===== src/sv/bfba_pkg.sv =====
// Package: widths, field types and float constants for the bf16 bias adder.
package bfba_pkg;
  localparam int ProjWidth = 16;
  localparam int BiasWidth = 32;
  localparam int SumWidth  = 16;
  localparam logic [31:0] DefaultNan = 32'h7FC0_0000;

  typedef struct packed {
    logic [ProjWidth-1:0] proj_value;
    logic [BiasWidth-1:0] bias_value;
  } in_item_t;

  typedef struct packed {
    logic [SumWidth-1:0] sum_value;
  } out_item_t;

  // aligned operand pair after the swap/shift stage
  typedef struct packed {
    logic        special;
    logic [31:0] special_word;
    logic        sign_big;
    logic        sub;
    logic [7:0]  exp_big;
    logic [26:0] man_big;
    logic [26:0] man_small;
  } align_t;
endpackage


===== src/sv/bfba_align.sv =====
// Operand unpack, special-case detection, swap and alignment shift.
module bfba_align
  import bfba_pkg::*;
(
  input  logic [31:0] a,
  input  logic [31:0] b,
  output align_t      al
);
  logic        a_nan, b_nan, a_inf, b_inf, swap;
  logic [7:0]  ea, eb, ebig, esml, diff;
  logic [23:0] ma, mb;
  logic [26:0] mbig, msml, shifted;
  logic        sticky;
  logic [31:0] big, sml;

  always_comb begin
    a_nan = (a[30:23] == 8'hFF) && (a[22:0] != 23'd0);
    b_nan = (b[30:23] == 8'hFF) && (b[22:0] != 23'd0);
    a_inf = a[30:0] == 31'h7F80_0000;
    b_inf = b[30:0] == 31'h7F80_0000;
    al.special = 1'b1;
    if (a_nan) al.special_word = a | 32'h0040_0000;
    else if (b_nan) al.special_word = b | 32'h0040_0000;
    else if (a_inf && b_inf && (a[31] != b[31])) al.special_word = DefaultNan;
    else if (a_inf) al.special_word = a;
    else if (b_inf) al.special_word = b;
    else begin
      al.special = 1'b0;
      al.special_word = 32'd0;
    end
    swap = b[30:0] > a[30:0];
    big  = swap ? b : a;
    sml  = swap ? a : b;
    ebig = (big[30:23] == 8'd0) ? 8'd1 : big[30:23];
    esml = (sml[30:23] == 8'd0) ? 8'd1 : sml[30:23];
    ma   = {big[30:23] != 8'd0, big[22:0]};
    mb   = {sml[30:23] != 8'd0, sml[22:0]};
    ea   = ebig;
    eb   = esml;
    diff = ea - eb;
    mbig = {ma, 3'b000};
    msml = {mb, 3'b000};
    if (diff >= 8'd27) begin
      shifted = 27'd0;
      sticky  = msml != 27'd0;
    end else begin
      shifted = msml >> diff;
      sticky  = (msml & ~(27'h7FF_FFFF << diff)) != 27'd0;
    end
    al.sign_big  = big[31];
    al.sub       = big[31] ^ sml[31];
    al.exp_big   = ea;
    al.man_big   = mbig;
    al.man_small = {shifted[26:1], shifted[0] | sticky};
  end
endmodule


===== config.mk =====
export PLATFORM = sky130hd
export DESIGN_NAME = bfba_align
export DESIGN_NICKNAME = d
export VERILOG_FILES = /design/src/sv/bfba_pkg.sv /design/src/sv/bfba_align.sv
export SDC_FILE = /design/constraint.sdc
export NUM_CORES = 1
export LEC_CHECK = 0
export BUFFER_PORTS_ARGS = -buffer_cell sky130_fd_sc_hd__buf_4
export CAP_MARGIN = 20
export CELL_PAD_IN_SITES_DETAIL_PLACEMENT = 1
export CELL_PAD_IN_SITES_GLOBAL_PLACEMENT = 1
export CORE_ASPECT_RATIO = 0.6
export CORE_MARGIN = 1.5
export CORE_UTILIZATION = 40
export DETAILED_ROUTE_END_ITERATION = 6
export PLACE_DENSITY = 0.95
export SKIP_LAST_GASP = 1
export SYNTH_ARGS = -nofsm -noshare
export SYNTH_HDL_FRONTEND = slang
export SYNTH_SLANG_ARGS = --single-unit

===== constraint.sdc =====
create_clock -name vclk -period 8.33
set_input_delay 0 -clock vclk [all_inputs]
set_output_delay 0 -clock vclk [all_outputs]
set_load 0.005 [all_outputs]

After elaboration in Yosys (flattened, before gate mapping)

Cells that the tools add are included.

Add/subtract/negate cells: 1
Order comparisons: 2
Equal/unequal tests: 5
Shifts and indexed selects: 2
Muxes and demuxes: 16
Bitwise logic cells: 4
Reduce and logical (&&, ||, !) cells: 12

Operator list:

| kind                                                               | number |
|---|---|
| two-way mux 32 bit                                                 | 7 |
| == test 31 bit (second input constant)                             | 2 |
| nonzero test 23 bit                                                | 2 |
| > comparator 31 bit                                                | 1 |
| bitwise AND 27 bit                                                 | 1 |
| two-way mux 27 bit                                                 | 1 |
| inverter 27 bit                                                    | 1 |
| nonzero test 27 bit                                                | 1 |
| << shifter 27 x 8 -> 27 bit (first input constant)                 | 1 |
| >> shifter 27 x 8 -> 27 bit                                        | 1 |
| nonzero test 24 bit                                                | 1 |
| == test 8 bit (second input constant)                              | 2 |
| zero test 8 bit                                                    | 2 |
| two-way mux 8 bit                                                  | 2 |
| nonzero test 8 bit                                                 | 2 |
| greater-or-equal comparator 8 x 5 -> 1 bit (second input constant) | 1 |
| subtractor 8 bit                                                   | 1 |
| two-way mux 1 bit                                                  | 6 |
| logical AND 1 bit                                                  | 4 |
| != test 1 bit                                                      | 1 |
| bitwise OR 1 bit                                                   | 1 |
| bitwise XOR 1 bit                                                  | 1 |

Register bits after elaboration: 0
Input port bits: 64
Output and inout bits: 97
Word-level logic and storage cells: 42

Logic depth before layout (Yosys ltp)

Depth after elaboration: 11
Depth in mapped cells: 27
Depth with buffers taken out: 23

Least setup slack after synthesis

No wires, ideal clock.

Path kind: input -> output
From: in a[14]
To: out al[0] in the netlist's numbering
Arrival time: 5.016 ns
Path slack: 3.314 ns
Cell stages on the path: 23
Path buffers: 1
Cell sequence: inv_1 ha_1 nand4_1 nor4_1 and3b_1 o21a_4 buf_2 o21ai_0 o21ai_0 or4_1 nor4_2 nor2b_1 ha_1 fa_1 nand2b_1 a21oi_1 xor2_1 nand2_1 nor3_1 o221ai_1 o31ai_1 and4_1 a41oi_2

RTL lines:

| element     | line            | text |
|---|---|---|
| from (decl) | bfba_align.sv:5 | `input logic [31:0] a,` |
| to (decl)   | bfba_align.sv:7 | `output align_t al` |

==> reports/metrics.csv <==
metric;value;unit
status;complete, no violations;
clock_buffers;0;
synth_top_area_share;13.81;%
peakVddDrop;92.09;uV
start_util;42.08;%
p_leak;2.678;nW
crit_start;a[14];
clock.fmax;145.5;MHz
endpoint_kind;output pin;
fin_crit_sh;82.53;%
crit_family;simple AND/OR/NAND/NOR gates;
initialDrtViolationCount;547;
crit_fanout;24;
p_int;0.3794;mW
io_pins;161;
synth_compound_area_share;30.56;%
finalWeightedCongestion;1.049;
finalSetupTns;0;ns
timing.max_cap.violations;0;
regArea;0;sq um
die_x;140.9;um
swShare;63.13;%
synth.area.top_cells;mux4_2 (14%), ha_1 (11%), nand2_1 (7.5%), o21ai_0 (5.8%), mux2i_1 (5.7%);
net-switching-power;0.6495;mW
path_common_cell;buf_4;
die_h;85.76;um
wl_per_cell;25.34;um
p_per_area;176.6;nW/um^2
syn_avg_cell_area;6.970;sq um
synth_xor_xnor_area_share;2.302;%
slew_viol_final;0;
synthCells;655;
placed_area;5826;sq um
area.growth.synth_to_final;27.60;%
synth.area.mux_share;21.07;%
synth_area;4566;sq um
postCtsHoldBufs;0;
portBuffers;158;
antenna_left;0;
fin_area;5826;sq um
fin_crit;6.875;ns
die_area;12090;sq um
hp-class;primary input to output pin;
dr.pass1.iters;5;
nFlopsAndLatches;0;
critical_path_arrival;6.87;ns
slew_headroom;29.65;%
comb_power_share;100.0;%
synth_top_family_by_area;compound AO/OA/AOI/OAI gates;
rsz0062_at_grt;no;
drc;0;
core_area;10850;sq um
grt_pass1_vias;6292;
slowest_delay;0.76;ns
layout-drive-gt1-share;28.57;%
sequentialPowerShare;0;%
antennaDiodeCount;0;
grt_overflow;0;
path_buf_inv;4;
grt_use_total;38.39;%
synthAdderAreaFrac;11.13;%
vias;6335;
critPathKind;primary input to output pin;
final_nets;890;
tightest_slew;1.055;ns
clkPwrFrac;0;%
routed_via_density;6.863;
postCtsSetupBuffers;0;
yosysTopAreaCell;mux4_2;
cts_resized;0;
dp_hpwl;18710;um
grt_max_degree;64;
fp-row-count;29;
wirelength;23390;um
ys_types;75;
setup_violations;0;
ys_warn_count;0;
holdCritStartpoint;a[31];
required;8.33;ns
grt_first_pass_wirelength;36180;um
cp_slowest_cell;nor4_1;
yosys.area_share.simple;26.28;%
hold_viol;0;
ys_seq_area_share;0;%
antenna_found_initial;0;
critPathLaunchType;primary input;
==> cells in the mapped netlist, drive strengths merged, types with 3 or more instances <==
cell,number
nand2,91
nor2,60
o21ai,58
inv,43
a21oi,39
ha,39
mux4,29
a22o,28
mux2i,26
clkbuf,25
nor3,24
nand3,22
buf,20
nor4,16
nand4,11
a211oi,8
a22oi,8
a31oi,8
xnor2,8
o211ai,6
o31ai,6
o21a,5
or4,5
and2,4
mux2,4
o221ai,4
o22ai,4
xor2,4
a21o,3
a221o,3
a311oi,3
nand2b,3
nor2b,3
o311a,3
or2,3
==> area by class of cell <==
cell class         count  area [sq um]
repair buffers       172          1291
fillers             1434          5024
well taps            139         173.9
multi-input cells    569          4199
inverters             43         161.4
==> cell families after synthesis <==
family / Yosys count
AO/OA/AOI/OAI: 202
multiplexers: 59
other: 1
XOR/XNOR: 12
buffers and inverters: 88
adder cells (fa/ha/maj): 40
AND/OR/NAND/NOR: 253
==> routing by layer <==
| metal | global-route usage (%) | routed length, um | vias up |
|---|---|---|---|
| met5 | 0 | 0 | - |
| met4 | 8.144 | 450 | 0 |
| met3 | 12.56 | 3153 | 48 |
| met2 | 59.29 | 9951 | 427 |
| met1 | 52.33 | 9838 | 3105 |
| li1 | - | - | 2755 |
==> final timing paths <==
path | end | cells after the start
worst max-delay path | al[0] | 25
worst min-delay path | al[63] | 4
==> layout by cell type (no fill, tap or decap), types with 3 or more instances in the layout <==
cell	Yosys	layout
a22oi_1	6	6
o211ai_1	6	6
nor4_1	15	15
o21a_1	3	3
nand2_1	91	90
a211oi_1	7	7
inv_1	43	43
xnor2_1	8	7
a31oi_1	8	8
o21ai_0	53	53
a221o_1	3	3
nor3_1	23	23
nand2b_1	3	3
or4_1	4	4
nor2b_1	3	3
nor2_1	58	58
nand3_1	22	22
xor2_1	4	3
mux2i_1	26	26
o31ai_1	5	5
nand4_1	11	11
a311oi_1	3	3
a21o_1	3	3
o21ai_1	3	3
o311a_1	3	3
mux2_2	4	4
a22o_1	28	28
o221ai_1	4	4
o22ai_1	4	4
mux4_2	28	28
buf_4	4	172
ha_1	39	39
a21oi_1	39	39
and2_1	4	4
conb_1	1	3
==> power groups by stage <==
stage	sequential [mW]	clock, mW	combinational [mW]
finish	0	0	1.03
global route	0	0	1.09
CTS	0	0	0.984
detailed placement	0	0	0.980
global placement	0	0	0.967
floorplan	0	0	0.632
==> through the flow <==
| stage | hold slack [ns] | power (mW) | setup WS (ns) | utilization [%] | instances |
|---|---|---|---|---|---|
| global placement | 0.2811 | 0.9671 | 1.977 | 53.70 | 923 |
| floorplan | 0.07320 | 0.6318 | 3.314 | - | 657 |
| finish | 0.2927 | 1.029 | 1.455 | 53.70 | 923 |
| CTS | 0.2975 | 0.9840 | 1.655 | 53.70 | 923 |
| global route | 0.3207 | 1.087 | 1.089 | 53.70 | 923 |
| detailed placement | 0.2936 | 0.9805 | 1.677 | 53.70 | 923 |
No activity file was read; power rests on OpenSTA's default activity.
