**src/sv/bfba_pkg.sv**
```systemverilog
// Package: widths, field types and float constants for the bf16 bias adder.
package bfba_pkg;
  localparam int ProjWidth = 16;
  localparam int BiasWidth = 32;
  localparam int SumWidth  = 16;
  localparam logic [31:0] DefaultNan = 32'h7FC0_0000;

  typedef struct packed {
    logic [ProjWidth-1:0] proj_value;
    logic [BiasWidth-1:0] bias_value;
  } in_item_t;

  typedef struct packed {
    logic [SumWidth-1:0] sum_value;
  } out_item_t;

  // aligned operand pair after the swap/shift stage
  typedef struct packed {
    logic        special;
    logic [31:0] special_word;
    logic        sign_big;
    logic        sub;
    logic [7:0]  exp_big;
    logic [26:0] man_big;
    logic [26:0] man_small;
  } align_t;
endpackage

```
**src/sv/bfba_norm.sv**
```systemverilog
// Add/subtract, normalize, round to nearest even and pack.
module bfba_norm
  import bfba_pkg::*;
(
  input  align_t      al,
  output logic [31:0] sum
);
  logic [27:0] s;
  logic [27:0] m;
  logic [9:0]  e;
  logic [4:0]  lz;
  logic [24:0] r;
  logic        g, st, rnd;
  logic        found;

  always_comb begin
    s = al.sub ? ({1'b0, al.man_big} - {1'b0, al.man_small})
               : ({1'b0, al.man_big} + {1'b0, al.man_small});
    e = {2'b00, al.exp_big};
    m = s;
    lz = 5'd0;
    found = 1'b0;
    if (s[27]) begin
      m = {1'b0, s[27:2], s[1] | s[0]};
      e = e + 10'd1;
    end else begin
      for (int i = 26; i >= 0; i--) begin
        if (!found && s[i]) begin
          found = 1'b1;
          lz = 5'(26 - i);
        end
      end
      if ({5'd0, lz} >= e) lz = 5'(e - 10'd1);
      m = s << lz;
      e = e - {5'd0, lz};
    end
    g   = m[2];
    st  = m[1] | m[0];
    rnd = g & (st | m[3]);
    r   = {1'b0, m[26:3]} + {24'd0, rnd};
    if (r[24]) begin
      r = r >> 1;
      e = e + 10'd1;
    end
    if (al.special) sum = al.special_word;
    else if (s == 28'd0) sum = {al.sign_big & ~al.sub, 31'd0};
    else if (e >= 10'd255) sum = {al.sign_big, 8'hFF, 23'd0};
    else if (!r[23]) sum = {al.sign_big, 8'd0, r[22:0]};
    else sum = {al.sign_big, e[7:0], r[22:0]};
  end
endmodule

```
**config.mk**
```make
export PLATFORM = sky130hd
export DESIGN_NAME = bfba_norm
export DESIGN_NICKNAME = d
export VERILOG_FILES = /design/src/sv/bfba_pkg.sv /design/src/sv/bfba_norm.sv
export SDC_FILE = /design/constraint.sdc
export NUM_CORES = 1
export LEC_CHECK = 0
export BUFFER_PORTS_ARGS = -buffer_cell sky130_fd_sc_hd__buf_2
export CAP_MARGIN = 20
export CORE_MARGIN = 2
export CORE_UTILIZATION = 50
export DETAILED_ROUTE_END_ITERATION = 8
export GPL_TIMING_DRIVEN = 1
export PLACE_DENSITY = 0.8
export REMOVE_ABC_BUFFERS = 1
export SLEW_MARGIN = 20
export SYNTH_ARGS = -nofsm -noshare
export SYNTH_HDL_FRONTEND = slang
export SYNTH_SLANG_ARGS = --single-unit
```
**constraint.sdc**
```tcl
create_clock -name vclk -period 15.84
set_input_delay 3.168 -clock vclk [all_inputs]
set_output_delay 3.168 -clock vclk [all_outputs]
set_load 0.02 [all_outputs]
```
Word level (Yosys, flattened, before mapping)
Cells that the tools add are included.
- add/subtract/negate cells: 7
- magnitude comparators: 2
- shift operators: 1
- muxes and demuxes: 90
- bitwise operators: 6
- reductions and logical operators: 53
- operators by type and width (operator ; count):
    $mux W5 ; 28
    $mux W32 ; 2
    $mux W31 ; 2
    $mux W1 ; 53
    $add A27 B27 Y28 ; 1
    $logic_not A28 Y1 ; 1
    $mux W28 ; 1
    $shl A28 B5 Y27 ; 1
    $sub A27 B27 Y28 ; 1
    $mux W27 ; 1
    $logic_and A1 B1 Y1 ; 26
    $logic_not A1 Y1 ; 26
    $add A24 B1 Y25 ; 1
    $mux W24 ; 1
    $mux W10 ; 2
    $add A10 B1 Y10 const B ; 1
    $ge A10 B8 Y1 const B ; 1
    $add A8 B1 Y9 const B ; 1
    $sub A8 B5 Y9 ; 1
    $ge A5 B8 Y1 ; 1
    $sub A5 B1 Y5 const B ; 1
    $or A1 B1 Y1 ; 3
    $and A1 B1 Y1 ; 2
    $not A1 Y1 ; 1
- flip-flop bits (word level): 0
- output and inout port bits: 32

Logic depth before layout (Yosys ltp)
Gate-level depths: netlist of run 1.
- depth after elaboration: 122
- depth in mapped cells: 48
- mapped depth without buffers: 44

Worst setup path before layout of run 1
Ideal clock, no wire load.
- path kind: input to output
- from: input port al[5] in the netlist's numbering
- to: output port sum[23]
- arrival time: 12329 ps
- required time: 12672 ps
- slack: 343 ps
- stages: 46
- buffers on the path: 6
- path through: or4_1 > nor4_1 > and2_1 > nand2_1 > o41ai_1 > xor2_1 > ha_1 > buf_2 > nand2_1 > nor4_1 > nor2_1 > mux2_2 > a311oi_2 > nor2_1 > a211oi_1 > o221ai_1 > nand2_2 > inv_2 > (+10 left out) > buf_6 > buf_4 > buf_2 > ha_1 > nor2b_1 > o21ai_0 > nand2b_1 > xnor2_1 > o21ai_0 > and2_1 > nand2_1 > nor3_1 > nor3b_1 > nand3b_4 > mux2i_2 > a31oi_4 > buf_6 > a31oi_1
- cells in the longest elaborated chain, start to end: 122
- elaborated cells on any way between the ends: 154
- classes of those cells: 5 x add/sub; 2 x order compare; 1 x shift; 90 x mux; 3 x bitwise; 53 x reduce/logical
- RTL lines (what ; RTL line ; source):
    start: declaration ; bfba_norm.sv:5 ; input align_t al,
    $add A27 B27 Y28 or $sub A27 B27 Y28 (tied branches) ; bfba_norm.sv:18, bfba_norm.sv:17 ;
    $mux W28 (*) ; bfba_norm.sv:17 ; s = al.sub ? ({1'b0, al.man_big} - {1'b0, al.man_small})
    $mux W1 ; bfba_norm.sv:28 ; if (!found && s[i]) begin
    $mux W1 ; bfba_norm.sv:23 ; if (s[27]) begin
    $logic_not A1 Y1 ; bfba_norm.sv:28 ;
    $logic_and A1 B1 Y1 ; bfba_norm.sv:28 ;
    $mux W1 ; bfba_norm.sv:28 ;
    $mux W1 ; bfba_norm.sv:23 ;
    (+106 left out) ; n/a ;
    $or A1 B1 Y1 ; bfba_norm.sv:39 ; rnd = g & (st | m[3]);
    $and A1 B1 Y1 ; bfba_norm.sv:39 ;
    $add A24 B1 Y25 ; bfba_norm.sv:40 ; r = {1'b0, m[26:3]} + {24'd0, rnd};
    $mux W10 or $mux W24 (tied branches) ; bfba_norm.sv:41 ; if (r[24]) begin
    $ge A10 B8 Y1 or $mux W31 (tied branches) ; bfba_norm.sv:47, bfba_norm.sv:48 ;
    $mux W31 ; bfba_norm.sv:47 ; else if (e >= 10'd255) sum = {al.sign_big, 8'hFF, 23'd0};
    $mux W32 (*) ; bfba_norm.sv:46 ; else if (s == 28'd0) sum = {al.sign_big & ~al.sub, 31'd0};
    $mux W32 (*) ; bfba_norm.sv:45 ; if (al.special) sum = al.special_word;
    end: declaration ; bfba_norm.sv:6 ; output logic [31:0] sum
Mark *: on every way between the ends. The rest lies on a longest branch, timed or not. The select of a mux whose other input is x is not followed.

Worst setup path after layout of run 1
- from: input port al[5] in the netlist's numbering
- to: output port sum[1]
Same word-level chain as after synthesis.

==> impl_table.tex, run 1 <==
\begin{tabular}{lr}
\hline
Metric & Value \\
\hline
\multicolumn{2}{l}{\textbf{Final layout}} \\
\quad Number of nets in the layout & 1532 \\
\quad Share of the core filled with cells & 64.2\% \\
\quad Ratio of cells with drive above 1 in the final layout & 32.0\% \\
\quad Diodes inserted & 0 \\
\quad Seq cells & 0 \\
\quad Syn-to-layout area delta & 25.8\% \\
\quad CLK BUF & 0 \\
\quad Number of inserted filler cells in the final layout & 1456 \\
\quad Seq. cell area & 0 sq um \\
\multicolumn{2}{l}{\textbf{STA}} \\
\quad Number of setup violations in the final report & 0 \\
\quad Count of final max-slew check failures & 0 \\
\quad Worst hold-check slack & between 6000 and 7000 ps \\
\quad Fin. Hold Viols & 0 \\
\quad Fmax achieved & 63.5 MHz \\
\quad Period minus WS final & 15750 ps \\
\quad Normalized max-slew margin & roughly 33\% \\
\quad Share of the clock period used by the worst path after layout & 99.4\% \\
\quad Setup WS post-layout & 89.2 ps \\
\quad Slew at the pin with the worst max-slew slack & 992 ps \\
\multicolumn{2}{l}{\textbf{Synth}} \\
\quad Synthesized-area fraction occupied by xor and xnor cells & 8.81\% \\
\quad Netlist area before placement & 8110 sq um \\
\quad Count of synthesis-stage warnings from yosys & 0 \\
\quad Synth cell types & 120 \\
\quad Multiplexer fraction of the synthesized cell area & approximately 6.3\% \\
\quad Combinational family with the most area after synthesis & compound AO/OA/AOI/OAI gates \\
\quad Compound-gate portion of the synthesized area & between 40\% and 50\% \\
\quad Area share of and/or/nand/nor cells after synthesis & 28.4\% \\
\quad Area share of fa/ha/maj cells after synthesis & under 10\% \\
\quad Synthesized area per cell & $\sim$6.8 sq um \\
\quad Share of synthesized area occupied by flip-flops and latches & 0\% \\
\quad Mapped Cells & 1199 \\
\multicolumn{2}{l}{\textbf{Setup path}} \\
\quad Kind of capture point of the worst setup path & output pin \\
\quad Setup Crit Path Kind & in2out \\
\quad Most prevalent standard cell on the critical path & buf\_4 \\
\quad Signal arrival time at the worst endpoint & 12580 ps \\
\quad Maximum cell stage delay along the critical path & 570 ps \\
\quad Startpoint type of the worst setup path & input pin \\
\quad Slowest stage cell, crit path & or4\_4 \\
\quad Maximum fanout along the worst path & 15 \\
\quad Data required time of the critical path & approximately 13000 ps \\
\multicolumn{2}{l}{\textbf{Die}} \\
\quad Ports placed on the boundary & 129 \\
\quad Area of the die & 17300 sq um \\
\quad Area of the core region & $\sim$16000 sq um \\
\quad Vertical die dimension & 131 um \\
\quad Horizontal die dimension & between 100 and 150 um \\
\quad Number of rows in the core area & 46 \\
\quad Starting Density & 51.0\% \\
\multicolumn{2}{l}{\textbf{Pwr}} \\
\quad Power per cell area & 120 nW/um\^{}2 \\
\quad Leak & 4.09 nW \\
\quad IR Drop Worst-Case VDD & 0.0000545 V \\
\multicolumn{2}{l}{\textbf{Placement}} \\
\quad Pre-CTS worst setup slack & -258 ps \\
\quad Final weighted congestion of routability-driven global placement & 1.06 \\
\quad Detailed-placement wirelength estimate & 29200 um \\
\quad Number of buffers inserted by port buffering & 129 \\
\multicolumn{2}{l}{\textbf{Detailed routing}} \\
\quad Final routed wire length divided by cell count & 23.2 um \\
\quad Antenna violation net count after detailed routing & 0 \\
\quad Vias per cell & 7.05 \\
\quad Initial DRC Count & 1692 \\
\quad DRC violation count after routing & 0 \\
\quad Overall via count from detail\_route & between 10000 and 15000 \\
\quad Number of iterations in the first detailed-routing pass & 6 \\
\quad Routed Wire Length & 37300 um \\
\multicolumn{2}{l}{\textbf{GRT}} \\
\quad Global router's overall resource usage & 39.5\% \\
\quad Antenna violations before repair & 0 \\
\quad Largest net degree at the start of global routing & 32 \\
\quad Vias in the first global route & 10094 \\
\quad Global-route wire length before repair & between 50000 and 60000 um \\
\quad Global route total overflow & 0 \\
\multicolumn{2}{l}{\textbf{Flow run}} \\
\quad Max capacitance violation total & 0 \\
\multicolumn{2}{l}{\textbf{Outcome}} \\
\quad Outcome & completed \\
\multicolumn{2}{l}{\textbf{Hold path}} \\
\quad Class of the most critical hold timing path & in2out \\
\hline
\end{tabular}
## area by class of cell
cell class / count / area (sq um) / area share (%)
Multi-Input combinational cell: 1084 / 8030 / 78.7
Timing Repair Buffer: 266 / 1750 / 17.2
Tap cell: 216 / 270 / 2.65
Inverter: 38 / 150 / 1.47
## cells by family after synthesis
| group | after synthesis |
|---|---|
| AOI/OAI and AO/OA | 463 |
| and+or+nand+nor | 448 |
| buffers and inverters | 115 |
| xor gates and xnor gates | 79 |
| muxes | 49 |
| adders and majority gates | 45 |
## cell usage after synthesis (all sizes together), types with 19 or more instances
cell / n / area, sq um
o211ai: 33 / 253
nor3: 48 / 260
inv: 37 / 144
clkbuf: 38 / 143
mux2i: 38 / 384
ha: 43 / 538
nand3: 38 / 200
xor2: 19 / 181
or3: 19 / 119
nor2: 123 / 472
o21ai: 100 / 504
a211oi: 25 / 233
a32o: 19 / 190
buf: 39 / 253
nand2: 108 / 413
xnor2: 60 / 533
a21oi: 83 / 449
a31oi: 33 / 228
## per-layer routing
| metal | GRT usage [%] | share of wire (%) |
|---|---|---|
| met5 | 0 | 0 |
| met4 | 13.3 | 4.2 |
| met3 | 6.98 | 12 |
| met1 | 56.1 | 41 |
| met2 | 59.9 | 42 |
## per-stage QoR
step / cell area [sq um] / TNS (ps) / total power [mW] / instances
final: 10200 / 0 / 1.22 / 1604
after global routing: 10200 / -5930 / 1.28 / 1604
after CTS: 9580 / 0 / 1.12 / 1580
after detailed placement: 9520 / -6910 / 1.11 / 1580
after global placement: 9520 / 0 / 1.12 / 1580
after floorplan: 7710 / -9870 / 0.697 / 1122
## layout by cell type, fill, tap and decap left out, types with 34 or more instances in the layout
master   count
nor2_1     115
nor3_1      36
buf_4      132
nand3_1     34
o21ai_0     82
buf_2      128
a21oi_1     70
mux2i_1     36
ha_1        36
xnor2_1     58
nand2_1     97
## repair_timing
action,in CTS,in global routing
resized for setup,10,99
buffers inserted,0,22
cloned,0,2
pin swaps,0,30
hold buffers,0,0
endpoints found under the setup margin,31,31
## report_power, final
group          total (mW)  internal [mW]  leakage [nW]  switching (mW)
registers               0              0             0               0
clock network           0              0             0               0
logic                1.22          0.470          4.09           0.754
## final timing paths
kind	cells after the start	startpoint	end	slack [ps]
worst min-delay path	3	al[73]	sum[9]	6660
worst max-delay path	45	al[5]	sum[1]	90
## critical path: cells and delay by family
kind / cells / cell delay [ps]
simple gates: 16 / 3730
compound gates: 16 / 3190
buf+inv: 9 / 1510
fa+ha+maj: 2 / 600
xor+xnor: 1 / 190
mux: 1 / 170
(Power assumes the default switching activity.)
==> run 2: changes to the inputs <==
--- a/config.mk
+++ b/config.mk
@@ -11,7 +11,7 @@
 export CORE_UTILIZATION = 50
 export DETAILED_ROUTE_END_ITERATION = 8
 export GPL_TIMING_DRIVEN = 1
-export PLACE_DENSITY = 0.8
+export PLACE_DENSITY = 0.75
 export REMOVE_ABC_BUFFERS = 1
 export SLEW_MARGIN = 20
 export SYNTH_ARGS = -nofsm -noshare
==> impl_table.tex, run 2 (synthesized netlist as in run 1, its figures left out) <==
\begin{tabular}{lr}
\hline
Metric & Value \\
\hline
\multicolumn{2}{l}{\textbf{Setup path}} \\
\quad Startpoint type of the worst setup path & input pin \\
\quad Slowest stage cell, crit path & or4\_4 \\
\quad Data required time of the critical path & 12670 ps (about the same) \\
\quad Cell class contributing the biggest share of worst-path delay & compound AO/OA/AOI/OAI gates \\
\quad Maximum cell stage delay along the critical path & 570 ps (about the same) \\
\quad Launching instance or port of the critical path & al[6] \\
\quad Setup Crit Path Kind & in2out \\
\quad Kind of capture point of the worst setup path & output pin \\
\quad Buffers plus inverters on the worst setup path & 6 (-3) \\
\quad Signal arrival time at the worst endpoint & 12430 ps (-150 ps) \\
\quad Most prevalent standard cell on the critical path & a21o\_1 \\
\quad Maximum fanout along the worst path & 15 (unchanged) \\
\multicolumn{2}{l}{\textbf{STA}} \\
\quad Fmax achieved & 64.1 MHz (+0.99\%) \\
\quad Fin. Hold Viols & 0 (unchanged) \\
\quad Normalized max-slew margin & 44.8\% (+11 points) \\
\quad Number of setup violations in the final report & 0 (unchanged) \\
\quad Slew at the pin with the worst max-slew slack & 824 ps (-169 ps) \\
\quad Share of the clock period used by the worst path after layout & 98.5\% (-0.98 points) \\
\quad Setup WS post-layout & 244 ps (+155 ps) \\
\quad Count of final max-slew check failures & 0 (unchanged) \\
\quad Period minus WS final & 15600 ps (-155 ps) \\
\multicolumn{2}{l}{\textbf{Placement}} \\
\quad Final weighted congestion of routability-driven global placement & 1.10 (+4.0\%) \\
\quad Dpl cell area & 9330 sq um (-2.0\%) \\
\quad Pre-CTS worst setup slack & -262 ps (-3.36 ps) \\
\quad Placed Instances & 1558 (-1.4\%) \\
\quad Number of buffers inserted by port buffering & 129 (unchanged) \\
\quad Detailed-placement wirelength estimate & 28500 um (-2.6\%) \\
\multicolumn{2}{l}{\textbf{Final layout}} \\
\quad Number of nets in the layout & 1510 (-1.4\%) \\
\quad CLK BUF & 0 (unchanged) \\
\quad Final Instance Count excl. Fillers & 1582 (-1.4\%) \\
\quad Share of the core filled with cells & 63.3\% (-0.95 points) \\
\quad Post-route design area & 10100 sq um (-1.5\%) \\
\quad Syn-to-layout area delta & 24.0\% \\
\quad Seq. cell area & 0 sq um (unchanged) \\
\quad Top library cells by usage in the layout, fill and taps aside & 121 x buf\_2, 116 x buf\_4, 113 x nor2\_1 \\
\quad Most common cell after layout, fill and taps aside & buf\_2 \\
\quad Ratio of cells with drive above 1 in the final layout & 30.4\% (-1.6 points) \\
\quad Diodes inserted & 0 (unchanged) \\
\quad Seq cells & 0 (unchanged) \\
\multicolumn{2}{l}{\textbf{Detailed routing}} \\
\quad Initial DRC Count & 1558 (-7.9\%) \\
\quad Vias per cell & 6.96 (-1.3\%) \\
\quad Antenna violation net count after detailed routing & 0 (unchanged) \\
\quad Routed Wire Length & 36100 um (-3.1\%) \\
\quad DRC violation count after routing & 0 (unchanged) \\
\quad Final routed wire length divided by cell count & 22.8 um (-1.7\%) \\
\quad Number of iterations in the first detailed-routing pass & 7 (+1) \\
\quad Overall via count from detail\_route & 11008 (-2.6\%) \\
\multicolumn{2}{l}{\textbf{GRT}} \\
\quad Vias in the first global route & 10054 (-0.40\%) \\
\quad Global router's overall resource usage & 38.6\% (-0.91 points) \\
\quad Global-route wire length before repair & 54800 um (-1.8\%) \\
\quad Global route total overflow & 0 (unchanged) \\
\quad Largest net degree at the start of global routing & 32 (unchanged) \\
\quad Antenna violations before repair & 0 (unchanged) \\
\multicolumn{2}{l}{\textbf{Hold path}} \\
\quad Source of the worst hold timing path & al[73] \\
\quad Class of the most critical hold timing path & in2out \\
\multicolumn{2}{l}{\textbf{Die}} \\
\quad Starting Density & 51.0\% (unchanged) \\
\quad Number of rows in the core area & 46 (unchanged) \\
\quad Vertical die dimension & 131 um (unchanged) \\
\quad Area of the core region & 15900 sq um (unchanged) \\
\quad Horizontal die dimension & 131 um (unchanged) \\
\quad Ports placed on the boundary & 129 (unchanged) \\
\quad Area of the die & 17300 sq um (unchanged) \\
\multicolumn{2}{l}{\textbf{Pwr}} \\
\quad Power per cell area & 120 nW/um\^{}2 (+0.14\%) \\
\quad Post-layout total power & 1.21 mW (-1.3\%) \\
\quad IR Drop Worst-Case VDD & 0.0000466 V (-14\%) \\
\quad Leak & 3.98 nW (-2.5\%) \\
\multicolumn{2}{l}{\textbf{Outcome}} \\
\quad Outcome & completed \\
\multicolumn{2}{l}{\textbf{Clocking}} \\
\quad Count of hold-fix buffers inserted at cts & 0 (unchanged) \\
\multicolumn{2}{l}{\textbf{Flow run}} \\
\quad Max capacitance violation total & 0 (unchanged) \\
\hline
\end{tabular}
run 2: layout make-up:
class                      instances  area (sq um)
fill                            1486          5830
inverter                          38           150
multi-input combinational       1084          8040
tap                              216           270
timing repair buffer             244          1590
run 2: through the flow:
stage               hold WS (ps)  setup TNS, ps
CTS                         6660              0
global route                6680          -2430
global placement            6660              0
finish                      6650              0
detailed placement          6660          -6640
floorplan                   6560          -9870
run 2: power by group:
part / internal [mW] / total, mW / switching [mW]
sequential: 0 / 0 / 0
clock: 0 / 0 / 0
combinational: 0.461 / 1.21 / 0.747
total: 0.461 / 1.21 / 0.747
run 2: final timing paths:
path	cells past startpoint	endpoint
setup / recovery	42	sum[20]
hold / removal	3	sum[9]
run 2: metal layers:
layer	part of all wire, %	vias up	GRT usage, %
met1	41	5106	53.9
met4	4.0	0	13.2
met2	42	786	58.6
li1	-	4980	-
met3	13	136	8.26
met5	0	-	0
run 2: repair_timing:
item / 4_1_cts / 5_1_grt
resized for setup: 15 / 102
pin swaps: 0 / 31
endpoints found under the setup margin: 31 / 31
buffers inserted: 0 / 21
cloned: 0 / 3
